`src/sv/ovle_pkg.sv`:
```
// Ordered value list engine: shared types and constants.
// Used by ovle_store and ordered_value_list_engine; no dependencies.
package ovle_pkg;

  localparam int unsigned CAPACITY = 16;
  localparam int unsigned IW = $clog2(CAPACITY);
  localparam int unsigned CW = $clog2(CAPACITY + 1);
  localparam int unsigned DW = 32;

  localparam logic [1:0] CMD_APPEND   = 2'd0;
  localparam logic [1:0] CMD_TRAVERSE = 2'd1;
  localparam logic [1:0] CMD_DELETE   = 2'd2;

  typedef enum logic [1:0] {
    ST_OK       = 2'd0,
    ST_FULL     = 2'd1,
    ST_EMPTY    = 2'd2,
    ST_NOTFOUND = 2'd3
  } status_e;

  typedef struct packed {
    logic [1:0]           command;
    logic signed [DW-1:0] value;
  } in_t;

  typedef struct packed {
    logic signed [DW-1:0] item_value;
    status_e              status;
    logic                 last;
  } out_t;

  typedef struct packed {
    logic                 en;
    logic [IW-1:0]        addr;
    logic signed [DW-1:0] data;
  } ram_wr_t;

endpackage

```
`src/sv/ovle_store.sv`:
```
// Value store: CAPACITY x 32 synchronous RAM, one write and one read port.
// Read data is registered. Depends on ovle_pkg.
module ovle_store (
  input  logic                          clk_i,
  input  ovle_pkg::ram_wr_t             wr_i,
  input  logic [ovle_pkg::IW-1:0]       raddr_i,
  output logic signed [ovle_pkg::DW-1:0] rdata_o
);

  logic signed [ovle_pkg::DW-1:0] mem_q [ovle_pkg::CAPACITY];
  logic signed [ovle_pkg::DW-1:0] rdata_q;

  always_ff @(posedge clk_i) begin
    if (wr_i.en) begin
      mem_q[wr_i.addr] <= wr_i.data;
    end
    rdata_q <= mem_q[raddr_i];
  end

  assign rdata_o = rdata_q;

endmodule

```
`src/sv/ordered_value_list_engine.sv`:
```
// Ordered value list engine, top level: command sequencer around ovle_store.
// Append and empty-list commands: one result the cycle after the transfer, busy_o stays low.
// Traverse and delete sweep the RAM one entry per cycle with busy_o high
// (N = stored count); traverse gives N results through the RAM read and result registers.
// Delete result follows the sweep. Results are strobes; the receiver cannot stall.
// Async active-low reset empties the list; RAM contents are not cleared.
module ordered_value_list_engine (
  input  logic          clk_i,
  input  logic          rst_ni,
  input  logic          start_i,
  input  ovle_pkg::in_t in_i,
  output logic          busy_o,
  output logic          res_valid_o,
  output ovle_pkg::out_t res_o
);

  typedef enum logic {
    S_IDLE,
    S_SWEEP
  } state_e;

  localparam logic [ovle_pkg::CW-1:0] CapW = ovle_pkg::CW'(ovle_pkg::CAPACITY);

  state_e                          state_q;
  logic [ovle_pkg::CW-1:0]         count_q;
  logic [ovle_pkg::CW-1:0]         rd_idx_q;
  logic [ovle_pkg::IW-1:0]         dat_idx_q;
  logic                            dv_q;
  logic                            found_q;
  logic [1:0]                      op_q;
  logic signed [ovle_pkg::DW-1:0]  val_q;
  logic                            res_valid_q;
  ovle_pkg::out_t                  res_q;

  ovle_pkg::ram_wr_t               wr;
  logic signed [ovle_pkg::DW-1:0]  rdata;
  logic                            issue;
  logic                            is_last;

  assign issue   = (state_q == S_SWEEP) && (rd_idx_q < count_q);
  assign is_last = ({1'b0, dat_idx_q} == ovle_pkg::CW'(count_q - 1'b1));

  always_comb begin
    wr = '0;
    if (state_q == S_IDLE && start_i && in_i.command == ovle_pkg::CMD_APPEND &&
        count_q < CapW) begin
      wr = '{en: 1'b1, addr: count_q[ovle_pkg::IW-1:0], data: in_i.value};
    end else if (state_q == S_SWEEP && dv_q && op_q == ovle_pkg::CMD_DELETE &&
                 found_q) begin
      // shift entry down over the removed slot
      wr = '{en: 1'b1, addr: dat_idx_q - 1'b1, data: rdata};
    end
  end

  ovle_store u_store (
    .clk_i   (clk_i),
    .wr_i    (wr),
    .raddr_i (rd_idx_q[ovle_pkg::IW-1:0]),
    .rdata_o (rdata)
  );

  always_ff @(posedge clk_i or negedge rst_ni) begin
    if (!rst_ni) begin
      state_q     <= S_IDLE;
      count_q     <= '0;
      rd_idx_q    <= '0;
      dat_idx_q   <= '0;
      dv_q        <= 1'b0;
      found_q     <= 1'b0;
      op_q        <= ovle_pkg::CMD_APPEND;
      val_q       <= '0;
      res_valid_q <= 1'b0;
      res_q       <= '0;
    end else begin
      res_valid_q <= 1'b0;
      case (state_q)
        S_IDLE: begin
          if (start_i) begin
            case (in_i.command)
              ovle_pkg::CMD_APPEND: begin
                res_valid_q <= 1'b1;
                if (count_q < CapW) begin
                  count_q <= count_q + 1'b1;
                  res_q   <= '{item_value: '0, status: ovle_pkg::ST_OK, last: 1'b1};
                end else begin
                  res_q   <= '{item_value: '0, status: ovle_pkg::ST_FULL, last: 1'b1};
                end
              end
              ovle_pkg::CMD_TRAVERSE, ovle_pkg::CMD_DELETE: begin
                if (count_q == '0) begin
                  res_valid_q <= 1'b1;
                  res_q <= '{item_value: '0, status: ovle_pkg::ST_EMPTY, last: 1'b1};
                end else begin
                  state_q  <= S_SWEEP;
                  op_q     <= in_i.command;
                  val_q    <= in_i.value;
                  rd_idx_q <= '0;
                  dv_q     <= 1'b0;
                  found_q  <= 1'b0;
                end
              end
              default: ;
            endcase
          end
        end
        S_SWEEP: begin
          dv_q      <= issue;
          dat_idx_q <= rd_idx_q[ovle_pkg::IW-1:0];
          if (issue) begin
            rd_idx_q <= rd_idx_q + 1'b1;
          end
          if (dv_q) begin
            if (op_q == ovle_pkg::CMD_TRAVERSE) begin
              res_valid_q <= 1'b1;
              res_q <= '{item_value: rdata, status: ovle_pkg::ST_OK, last: is_last};
            end else if (!found_q && rdata == val_q) begin
              found_q <= 1'b1;
            end
          end
          if (!issue && !dv_q) begin
            state_q <= S_IDLE;
            if (op_q == ovle_pkg::CMD_DELETE) begin
              res_valid_q <= 1'b1;
              if (found_q) begin
                count_q <= count_q - 1'b1;
                res_q <= '{item_value: '0, status: ovle_pkg::ST_OK, last: 1'b1};
              end else begin
                res_q <= '{item_value: '0, status: ovle_pkg::ST_NOTFOUND, last: 1'b1};
              end
            end
          end
        end
        default: state_q <= S_IDLE;
      endcase
    end
  end

  assign busy_o      = (state_q != S_IDLE);
  assign res_valid_o = res_valid_q;
  assign res_o       = res_q;

`ifndef ASSERT_OFF
  a_count_bound: assert property (@(posedge clk_i) disable iff (!rst_ni)
    count_q <= CapW)
    else $error("entry count above capacity");

  a_sweep_write: assert property (@(posedge clk_i) disable iff (!rst_ni)
    (state_q == S_SWEEP && wr.en) |-> (found_q && op_q == ovle_pkg::CMD_DELETE))
    else $error("RAM write during sweep without a match");

  a_dv_in_sweep: assert property (@(posedge clk_i) disable iff (!rst_ni)
    dv_q |-> state_q == S_SWEEP)
    else $error("read data valid outside sweep");

  a_status_zero: assert property (@(posedge clk_i) disable iff (!rst_ni)
    (res_valid_o && res_o.status != ovle_pkg::ST_OK) |-> res_o.item_value == '0)
    else $error("status result carries nonzero value");
`endif

endmodule

```
`config.mk`:
```
export PLATFORM = sky130hd
export DESIGN_NAME = ordered_value_list_engine
export DESIGN_NICKNAME = d
export VERILOG_FILES = /design/src/sv/ovle_pkg.sv /design/src/sv/ovle_store.sv /design/src/sv/ordered_value_list_engine.sv
export SDC_FILE = /design/constraint.sdc
export NUM_CORES = 1
export LEC_CHECK = 0
export BUFFER_PORTS_ARGS = -buffer_cell sky130_fd_sc_hd__buf_2
export CAP_MARGIN = 15
export CORE_MARGIN = 1.5
export CORE_UTILIZATION = 35
export DETAILED_ROUTE_END_ITERATION = 7
export PLACE_DENSITY = 0.49
export REMOVE_ABC_BUFFERS = 1
export SYNTH_ARGS = -nofsm -noshare
export SYNTH_HDL_FRONTEND = slang
export SYNTH_SLANG_ARGS = --single-unit
```
`constraint.sdc`:
```
create_clock -name clk_i -period 9.6 [get_ports clk_i]
set_input_delay 0.48 -clock clk_i [delete_from_list [all_inputs] [get_ports clk_i]]
set_output_delay 0.48 -clock clk_i [all_outputs]
set_load 0.01 [all_outputs]
```
[After elaboration in Yosys (flattened, before gate mapping)]
Memories as Yosys holds them, arrays and structs flattened. A register that Yosys moved wholly into a read port is not among the register bits.
Index checks and enable logic that the tools add are counted.
Word-level totals
  register bits after elaboration: 87
  memory bits (writable): 512
  bits of input ports: 37
  output and inout bits: 37
  logic and storage cells: 109
  memories: 1
Operators by class
  $add $sub $neg: 4
  order comparisons: 2
  equal/unequal tests: 20
  muxes and demuxes: 47
  bitwise operators: 2
  reductions and logical operators: 21
Memories
  u_store.mem_q: words 16, width 32, read ports 1, clocked after Yosys merged registers in 1, write ports 1, RTL line ovle_store.sv:10  | logic signed [ovle_pkg::DW-1:0] mem_q [ovle_pkg::CAPACITY];
Operators with widths (count)
  $mux 35: 6
  $pmux 35 s2: 2
  $mux 37: 2
  $mux 5: 10
  $eq 32x32->1: 1
  $pmux 5 s2: 2
  $mux 1: 18
  $ne 2x1->1 const B: 9
  $reduce_and 6->1: 2
  $add 5x1->5 const B: 2
  $pmux 1 s2: 5
  $logic_and 1x1->1: 9
  $reduce_and 4->1: 2
  $ne 2x2->1 const B: 3
  $reduce_and 3->1: 2
  $eq 4x5->1: 1
  $logic_not 5->1: 1
  $lt 5x5->1: 1
  $lt 5x5->1 const B: 1
  $sub 5x1->5 const B: 1
  $eq 2x1->1 const B: 2
  $eq 2x2->1 const B: 2
  $sub 4x1->4 const B: 1
  $logic_not 1->1: 3
  other kinds (7): 8

[Depth between registers and ports, before layout]
Gate-level depths: netlist of the first run.
  depth in word-level cells: 7
  depth in mapped cells: 9
  gate-level depth less buffers: 7

[Hierarchy]
A second synthesis of the first run with hierarchy kept.
Second synthesis, totals
  cell total of the unflattened synthesis: 1262
  area total of the unflattened synthesis: 24692.4 sq um
Modules (own cells, without submodules)
  ovle_store: instances 1, cells an instance 838, area each 19835.3 sq um, sequential area each 16015.4 sq um
  ordered_value_list_engine: instances 1, cells an instance 424, area each 4857.2 sq um, sequential area each 2177.1 sq um

[Least setup slack after synthesis of the first run]
OpenSTA, ideal clock, no wires.
  kind: input port to flip-flop
  start: in in_i[32] in the netlist's numbering
  end: mem u_store.mem_q[12][0] in the netlist's numbering (enable)
  library setup time: 0.421 ns
  arrival: 2.852 ns
  data required time: 9.179 ns
  slack: 6.327 ns
  stages: 8
  path buffers: 2
  cells stage by stage: inv_1 ha_1 and4bb_1 clkbuf_1 buf_2 o21ai_0 o211ai_1 nor2_1
Between the ends
  cells in the longest elaborated chain, start to end: 6
Ends and longest elaborated chain
  start, declared: RTL line ordered_value_list_engine.sv:11  | input ovle_pkg::in_t in_i,
  $logic_not 2->1 (*): RTL line ordered_value_list_engine.sv:45  | if (state_q == S_IDLE && start_i && in_i.command == ovle_pkg::CMD_APPEND &&
  $logic_and 1x1->1 (*) (2 in a row): RTL line ordered_value_list_engine.sv:45
  $mux 37 (*): RTL line ordered_value_list_engine.sv:45
  $mux 1: RTL line ovle_store.sv:14  | if (wr_i.en) begin
  $mux 1 (not written as such): RTL line ovle_store.sv:15  | mem_q[wr_i.addr] <= wr_i.data;
  end, declared: RTL line ovle_store.sv:10
Every way passes the cells marked *; elsewhere a longest branch is shown, timed or not.

[Worst setup path after layout of the first run]
  start: reg state_q, in the netlist busy_o
  end: mem u_store.mem_q[10][19] in the netlist's numbering (enable)
Between the ends
  cells in the longest elaborated chain, start to end: 7
  elaborated cells on any way between the ends: 11
Ends and longest elaborated chain
  start, declared: RTL line ordered_value_list_engine.sv:24  | state_e state_q;
  start signal, assigned: RTL line ordered_value_list_engine.sv:64  | state_q <= S_IDLE;
  start signal, assigned: RTL line ordered_value_list_engine.sv:94  | state_q <= S_SWEEP;
  start signal, assigned: RTL line ordered_value_list_engine.sv:121  | state_q <= S_IDLE;
  $logic_and 1x1->1 / $not 1->1 (equally long branches)
  $logic_and 1x1->1, on equally long branches (2 in a row): RTL line ordered_value_list_engine.sv:48, ordered_value_list_engine.sv:45
  $mux 37 / $logic_and 1x1->1 (equally long branches): RTL line ordered_value_list_engine.sv:48, ordered_value_list_engine.sv:45
  $mux 37 (*): RTL line ordered_value_list_engine.sv:45
  $mux 1: RTL line ovle_store.sv:14
  $mux 1 (not written as such): RTL line ovle_store.sv:15
Marked as above.

==> results.toml, run 1 <==
[run_status]
status = "completed"

[floorplan]
dieHeight_um = 270
die-area_um2 = 72700
die_w_um = 270
rows = 97
pin_count = 74
start_util_pct = 35.5
core-area_um2 = 70100

[routing]
postRouteAntennaNets = 0
routed_via_density = 5.27
dr.pass1.iters = 5
drt_iter0_markers = 1034
drc = 0
vias = 12600
wirelength_um = 63900
wl_per_cell_um = 26.8

[cts]
post_cts_resized = 0
clkTransAtPathRegs_ps = 60
cts.sinks = 631
clockRootBuffer = "clkbuf_16"
cts_inserted_buffers = 71
clk_latency_ps = 610
h-tree-depth = 3
cts_tree = "built"
cts_buffer_depth = 3

[finish]
final_cell_mix = "edfxtp_1 (512), mux4_2 (128), dfrtp_1 (83)"
multi_input_area_um2 = 6350
area_delta_synth_final_pct = 15.4
layout_commonest_cell = "edfxtp_1"
fin_util_pct = 40.9
regArea_um2 = 18200
final_cell_area_um2 = 28700
nets = 1438
drive_above_1_share_pct = 27.9
n_antenna_cell = 0
fill_cells = 6350

[worst_setup_path]
setup.worst_path.class = "reg2reg"
start_kind = "flip-flop"
worstPathArrival_ps = 4240
crit_required_ps = 9860
setup.worst_path.end_class = "flip-flop"
crit_fanout = 31

[timing]
setup_violations = 0
skew_ps = 22.0
hold_violations = 0
min_period_ps = 3980
fin_tns_setup_ps = 0
tightest_slew_ps = 1100
finalCritPeriodShare_pct = 41.5
rsz0062_at_grt = "no"
timing.fmax_ghz = 0.251
slew_viol_final = 0
maxSlewHeadroom_pct = 26.6

[synthesis]
yosysWarnings = 0
synth-seq-area-share_pct = 73.1
synth_seq_cells = 631
synth.distinct_cells = 56
ys_async_sr_fraction_pct = 13.8
syn_inst = 1285
avgSynthCellArea_um2 = 19.4
synth_edf_count = 512
synth_ff_type = "edfxtp_1"
synth.cell_area_um2 = 24900

[placement]
io_buffers = 73
dpl.hpwl_um = 34700
gp_congestion = 0.748
dpl_cell_area_um2 = 26400

[global_routing]
grt_pass1_wl_um = 93800
grt_pass1_vias = 13100
track_usage_pct = 17.8
grt_max_degree = 70
overflow = 0
antenna_found_initial = 0

[power_and_ir_drop]
peakVddDrop_v = 0.000128
finalPower_w = 0.00820
power_density_nw_per_um2 = 285
p_leak_nw = 9.75

[run]
drv_cap = 0

[worst_hold_path]
min_path_type = "in2reg"
-- registers in the layout, summed over array words and instances (netlist names) --
name	cells
op_q	2
val_q	32
u_store.rdata_o	32
u_store.mem_q	512
count_q	5
busy_o	1
found_q	1
rd_idx_q	5
res_o	35
res_valid_o	1
dat_idx_q	4
dv_q	1
-- layout make-up --
| cell class | count | area share (%) |
|---|---|---|
| clock buffers | 95 | 6.75 |
| flip-flops and latches | 631 | 63.4 |
| multi-input cells | 567 | 22.1 |
| repair buffers | 105 | 2.13 |
| clock inverters | 35 | 1.35 |
| inverters | 14 | 0.183 |
| well taps | 940 | 4.10 |
-- worst max-delay path: stages, from the launching register on --
cell and delay (ps):
dfrtp_1 350, buf_4 230, and4bb_2 810, buf_4 510, a32oi_1 430, nor2_4 800
buf_4 440
-- worst paths after layout --
path	startpoint	end	slack, ps	depth (start not counted)
worst max-delay path	busy_o$_DFF_PN0_	u_store.mem_q[10][19]$_DFFE_PP_	5620	6
worst min-delay path	in_i[30]	val_q[30]$_DFFE_PN0P_	120	2
worst max register to register	busy_o$_DFF_PN0_	u_store.mem_q[10][19]$_DFFE_PP_	5620	6
worst min register to register	res_o[1]$_DFFE_PN0P_	res_o[1]$_DFFE_PN0P_	500	1
max in group asynchronous	rst_ni	rd_idx_q[2]$_DFFE_PN0P_	7830	3
min in group asynchronous	rst_ni	res_o[9]$_DFFE_PN0P_	330	2
-- timing repair --
item,in CTS,in global routing
hold buffers,1,0
hold endpoints to repair,23,0
setup buffers,0,0
-- synth_stat cells, drive strengths merged (11+ instances only) --
| cell | n | area, um^2 |
|---|---|---|
| a211oi | 33 | 248 |
| a21oi | 46 | 234 |
| a22o | 66 | 578 |
| buf | 39 | 295 |
| clkbuf | 34 | 128 |
| dfrtp | 87 | 2180 |
| dfxtp | 32 | 641 |
| edfxtp | 512 | 15400 |
| ha | 11 | 138 |
| inv | 13 | 48.8 |
| mux2 | 35 | 394 |
| mux2i | 35 | 350 |
| mux4 | 128 | 2880 |
| nand2 | 26 | 100 |
| nor2 | 23 | 86.3 |
| nor2b | 38 | 238 |
| o21ai | 12 | 71.3 |
| xnor2 | 35 | 307 |
-- routing by layer --
metal  GRT usage (%)  vias up  share of wire, %
met4            5.43        0               2.2
met5               0        -                 0
met2            28.6      317                47
met3            2.60       89               4.4
met1            25.2     6730                46
li1                -     5449                 -
-- power breakdown --
| group | leakage, nW | total, W | switching, W | internal, W |
|---|---|---|---|---|
| Clock | 1.13 | 0.00271 | 0.00110 | 0.00162 |
| Combinational | 2.49 | 0.00201 | 0.00106 | 0.000951 |
| Sequential | 6.13 | 0.00348 | 0.000296 | 0.00318 |
| Total | 9.75 | 0.00820 | 0.00245 | 0.00575 |
-- kinds of logic after synthesis --
logic type      share of synthesized area, %
buf+inv                                 1.91
flops                                   73.1
compound gates                          5.50
mux                                     14.6
xor+xnor                                1.41
simple gates                            2.93
fa+ha+maj                              0.553
-- metrics by stage --
stage          cells  setup WS [ps]  hold WS [ps]
2_1_floorplan   1212           3250           184
3_3_place_gp    2256           5430           433
3_5_place_dp    2256           5380           441
4_1_cts         2387           5570          89.5
5_1_grt         2387           5410           102
6_report        2387           5620           121
Note: power is estimated with default switching activity, not from simulation.
==> run 2: changes to the inputs <==
--- a/config.mk
+++ b/config.mk
@@ -5,6 +5,7 @@
 export SDC_FILE = /design/constraint.sdc
 export NUM_CORES = 1
 export LEC_CHECK = 0
+export ABC_AREA = 1
 export BUFFER_PORTS_ARGS = -buffer_cell sky130_fd_sc_hd__buf_2
 export CAP_MARGIN = 15
 export CORE_MARGIN = 1.5
==> constraint.sdc (replaced) <==
create_clock -name clk_i -period 4.02 [get_ports clk_i]
set_input_delay 0.201 -clock clk_i [delete_from_list [all_inputs] [get_ports clk_i]]
set_output_delay 0.201 -clock clk_i [all_outputs]
set_load 0.01 [all_outputs]
==> results.toml, run 2 <==
[run_status]
status = "completed"

[synthesis]
synth.distinct_cells = 37
synth_ff_type = "edfxtp_1"
synth_seq_cells = 631
synth_top_family_by_area = "compound AO/OA/AOI/OAI gates"
yosysWarnings = 0
synth_compound_area_share_pct = 11.7
yosys.cell_count.top_type = "edfxtp_1"
avgSynthCellArea_um2 = 11.8
synth_xor_area_share_pct = 0.892
ys_top_cells_by_count = "edfxtp_1 (512), nor2_1 (330), nand2_1 (316)"
yosys.area_share.simple_pct = 11.6
synth_top_area_cell = "edfxtp_1"
synth-seq-area-share_pct = 71.3
syn_inst = 2155
synth.cell_area_um2 = 25500
synthAdderAreaFrac_pct = 0.539
ys_async_sr_fraction_pct = 13.8
synth_area_leaders = "edfxtp_1 (60%), dfrtp_1 (8.5%), o21ai_0 (5.9%)"
yosys.area.top_type_share_pct = 60.2
muxShareOfSynthArea_pct = 0
synth_edf_count = 512

[worst_setup_path]
r2r-start = "op_q[0]$_DFFE_PN0P_"
rr_worst_depth = 8
startpoint = "op_q[0]$_DFFE_PN0P_"
cpPeakStageDelay_ps = 470
setup.worst_path.end_class = "flip-flop"
cp_num_buf_inv = 2
crit_chain = "nor2_2, nand4_2, inv_2, nand2_1, o21ai_1, nand2_1, nor2_4, buf_4"
critPathTopFamily = "simple AND/OR/NAND/NOR gates"
crit_required_ps = 4280
reg2reg_to = "u_store.mem_q[7][16]$_DFFE_PP_"
crit_fanout = 20
worst-path-stages = 8
cpMostUsedCell = "nand2_1"
start_kind = "flip-flop"
worstPathArrival_ps = 3280
setup.worst_path.class = "reg2reg"
reg2reg_slack_ps = 1000
cpMaxStageDelayCell = "buf_4"
crit_end = "u_store.mem_q[7][16]$_DFFE_PP_"

[cts]
postCtsSetupBuffers = 0
clockRootBuffer = "clkbuf_16"
cts_tree = "built"
cts_buffer_depth = 3
h-tree-depth = 3
clkTransAtPathRegs_ps = 60
cts_inserted_buffers = 70
post_cts_resized = 0
clk_latency_ps = 630
cts.sinks = 631

[finish]
fill_cells = 6858
layout_commonest_cell = "edfxtp_1"
largest_reg_flops = 512
nets = 2322
max_flop_register = "u_store.mem_q"
final_cell_mix = "edfxtp_1 (512), nand2_1 (316), nor2_1 (312)"
area_delta_synth_final_pct = 16.9
n_antenna_cell = 0
final_cell_area_um2 = 29800
regArea_um2 = 18200
multi_input_area_um2 = 6440
drive_above_1_share_pct = 12.7

[global_routing]
overflow = 0
track_usage_pct = 19.7
grt_max_degree = 118
grt_pass1_wl_um = 108000
grt_pass1_vias = 16400
antenna_found_initial = 2

[floorplan]
rows = 98
start_util_pct = 35.5
dieHeight_um = 273
die-area_um2 = 74500
core-area_um2 = 71900
pin_count = 74
die_w_um = 273

[timing]
min_period_ps = 3020
whs_ps = 122
skew_ps = 26.3
setup_violations = 0
rsz0062_at_grt = "no"
finalCritPeriodShare_pct = 75.1
maxSlewHeadroom_pct = 20.5
slew_viol_final = 0
timing.fmax_ghz = 0.331
tightest_slew_ps = 1180
hold_violations = 0

[routing]
postRouteAntennaNets = 0
wl_per_cell_um = 22.2
vias = 16900
drc = 0
wirelength_um = 72700
routed_via_density = 5.16
dr.pass1.iters = 5
drt_iter0_markers = 1549

[placement]
io_buffers = 73
dpl_cell_area_um2 = 27100
dpl.hpwl_um = 44100
gp_congestion = 0.781

[power_and_ir_drop]
p_leak_nw = 11.0
peakVddDrop_v = 0.000543
power_density_nw_per_um2 = 695

[run]
drv_cap = 0

[worst_hold_path]
min_path_type = "in2async"
[run 2: cell families (layout without fill, tap and decap cells)]
logic type | Yosys count | count (layout)
AO/OA/AOI/OAI | 511 | 511
flip-flops | 631 | 631
buffers and inverters | 240 | 416
adder cells (fa/ha/maj) | 11 | 11
XOR/XNOR | 26 | 26
AND/OR/NAND/NOR | 736 | 736
[run 2: worst min path at each step]
stage | endpoint
detailed placement | res_o[5]$_DFFE_PN0P_
CTS | res_o[5]$_DFFE_PN0P_
finish | res_o[5]$_DFFE_PN0P_
global placement | res_o[5]$_DFFE_PN0P_
global route | res_o[5]$_DFFE_PN0P_
floorplan | busy_o$_DFF_PN0_
[run 2: stage by stage]
| stage | setup TNS (ps) | power (W) | instances | setup WS, ps | utilization [%] |
|---|---|---|---|---|---|
| final | 0 | 0.0207 | 3281 | 1000 | 41.5 |
| after global routing | 0 | 0.0220 | 3281 | 820 | 41.5 |
| after CTS | 0 | 0.0210 | 3281 | 996 | 41.5 |
| after detailed placement | 0 | 0.0145 | 3116 | 1020 | 37.8 |
| after global placement | 0 | 0.0144 | 3116 | 1110 | 37.8 |
| after floorplan | -316540 | 0.0121 | 2029 | -4210 | - |
[run 2: where the power goes]
part | internal (W) | leakage [nW] | total (W) | switching [W]
registers | 0.00778 | 6.14 | 0.00836 | 0.000584
clock network | 0.00369 | 1.14 | 0.00640 | 0.00271
logic | 0.00185 | 3.72 | 0.00598 | 0.00413
[run 2: timing repair]
item,in CTS,in global routing
hold buffers,36,0
setup endpoints to repair,0,0
hold endpoints to repair,66,0
[run 2: area by class of cell]
class	count	area share, %
Clock inverter	37	1.33
Timing Repair Buffer	173	4.18
Tap cell	950	3.99
Sequential cell	631	61.0
Inverter	114	1.46
Clock buffer	92	6.46
Multi-Input combinational cell	1284	21.6
[run 2: per-layer routing]
layer  vias to the layer above  share of wire, %  GRT usage, %
li1                       7899                 -             -
met1                      8448                47          28.7
met2                       489                45          30.4
met3                        84               5.9          3.01
met4                         2               2.2          5.79
met5                         -             0.012             0
==> run 3: changes to the inputs <==
--- a/config.mk
+++ b/config.mk
@@ -11,7 +11,7 @@
 export CORE_MARGIN = 1.5
 export CORE_UTILIZATION = 35
 export DETAILED_ROUTE_END_ITERATION = 7
-export PLACE_DENSITY = 0.49
+export PLACE_DENSITY = 0.51
 export REMOVE_ABC_BUFFERS = 1
 export SYNTH_ARGS = -nofsm -noshare
 export SYNTH_HDL_FRONTEND = slang
==> constraint.sdc (replaced) <==
create_clock -name clk_i -period 2.6 [get_ports clk_i]
set_input_delay 0.13 -clock clk_i [delete_from_list [all_inputs] [get_ports clk_i]]
set_output_delay 0.13 -clock clk_i [all_outputs]
set_load 0.01 [all_outputs]
==> results.toml, run 3 (synthesized netlist as in run 2, its figures left out) <==
[cts]
cts_buffer_depth = 3
clkTransAtPathRegs_ps = 60
h-tree-depth = 3
cts_tree = "built"
clockRootBuffer = "clkbuf_16"
cts_inserted_buffers = 69
cts.sinks = 631
clk_latency_ps = 600

[routing]
wirelength_um = 72100
drc = 0
wl_per_cell_um = 21.7
postRouteAntennaNets = 0
wl_met3_um = 4830
vias = 17300
met2_length_um = 30800
routed_via_density = 5.20
routedLengthMet1_um = 34400
dr.pass1.iters = 5
top_layer_used = "met4"
drt_iter0_markers = 1846

[floorplan]
core-area_um2 = 71900
dieHeight_um = 273
start_util_pct = 35.5
pin_count = 74
die_w_um = 273
die-area_um2 = 74500
rows = 98

[placement]
dpl.hpwl_um = 44700
dp_cells = 3154
io_buffers = 73
gp_congestion = 0.837
post-place-ws_ps = -229

[timing]
setup_violations = 0
rsz0062_at_grt = "yes"
min_period_ps = 2600
setup_slack_ps = 0.750
finalCritPeriodShare_pct = 100
timing.fmax_ghz = 0.385
hold_violations = 0
whs_ps = 165
maxSlewHeadroom_pct = 28.8
tightest_slew_ps = 1070
slew_viol_final = 0
fin_tns_setup_ps = 0
skew_ps = 23.1

[power_and_ir_drop]
power_density_nw_per_um2 = 1060
peakVddDrop_v = 0.000478
finalPower_w = 0.0324
p_leak_nw = 11.3

[finish]
largest_reg_flops = 512
drive_above_1_share_pct = 14.2
fill_cells = 6734
instances_no_fill = 3325
layout_commonest_cell = "edfxtp_1"
area_delta_synth_final_pct = 19.6
max_flop_register = "u_store.mem_q"
final_cell_mix = "edfxtp_1 (512), nand2_1 (315), nor2_1 (312)"
nets = 2367

[global_routing]
grt_max_degree = 80
antenna_found_initial = 2
track_usage_pct = 19.3
overflow = 0
grt_pass1_vias = 16600
grt_pass1_wl_um = 107000

[run]
drv_cap = 0

[worst_setup_path]
start_kind = "flip-flop"
setup.worst_path.end_class = "flip-flop"
worstPathArrival_ps = 2800
setup.worst_path.class = "reg2reg"
crit_fanout = 32
crit_required_ps = 2800

[worst_hold_path]
min_path_type = "in2async"

[run_status]
status = "completed"
## run 3: cell types whose count changed in the layout (fill, tap and decap cells not counted), moves of 3 or more
cell / change
buf_12: +27
buf_4: +12
clkbuf_1: +7
clkinv_1: -6
clkinv_2: -5
clkbuf_16: +4
clkbuf_8: +4
clkinv_8: -3
nor2_4: +3
## run 3: metal layers
layer | up-vias | global-route usage [%]
li1 | 7996 | -
met2 | 502 | 27.4
met5 | - | 0
met1 | 8695 | 29.4
met4 | 0 | 6.66
met3 | 96 | 3.72
## run 3: layout make-up
cell class | instances | area (um^2) | area share (%)
Clock inverter | 18 | 163 | 0.533
Clock buffer | 107 | 2110 | 6.90
Inverter | 114 | 434 | 1.42
Antenna cell | 2 | 5.00 | 0.0164
Multi-Input combinational cell | 1288 | 6490 | 21.3
Tap cell | 950 | 1190 | 3.89
Timing Repair Buffer | 215 | 1940 | 6.36
Sequential cell | 631 | 18200 | 59.6
## run 3: repair_timing
item	CTS	global route
setup buffers	2	2
pin swaps	6	4
cloned	3	1
hold buffers	36	0
endpoints found under the setup margin	171	143
hold endpoints to repair	78	0
gates resized for setup	3	4
## run 3: per-stage QoR
step                      utilization [%]  instance area (um^2)
after global placement               38.6                 27700
after detailed placement             38.7                 27800
after floorplan                         -                 24900
final                                42.5                 30500
after global routing                 42.5                 30500
after CTS                            42.4                 30500
## run 3: final timing paths
kind	startpoint	endpoint	slack (ps)	depth (start not counted)
min reg2reg	val_q[0]$_DFFE_PN0P_	val_q[0]$_DFFE_PN0P_	490	2
min	rst_ni	val_q[28]$_DFFE_PN0P_	160	2
max in group asynchronous	rst_ni	val_q[26]$_DFFE_PN0P_	1720	3
max	dat_idx_q[0]$_DFFE_PN0P_	u_store.mem_q[2][20]$_DFFE_PP_	0.7	6
max reg2reg	dat_idx_q[0]$_DFFE_PN0P_	u_store.mem_q[2][20]$_DFFE_PP_	0.7	6
min in group clk_i	in_i[20]	val_q[20]$_DFFE_PN0P_	300	4
## run 3: worst max-delay path, cell delays in order (launching register included)
cell and delay [ps]:
dfrtp_1 380, inv_1 70, ha_1 300, o22ai_1 290
nand2_1 160, buf_12 170, nor2_4 820
## run 3: report_power, final
part           internal (W)  leakage (nW)  total (W)  switching (W)
clock network       0.00587          1.12    0.00974        0.00388
logic               0.00323          4.04    0.00991        0.00667
registers            0.0120          6.14     0.0128       0.000744
total                0.0211          11.3     0.0324         0.0113
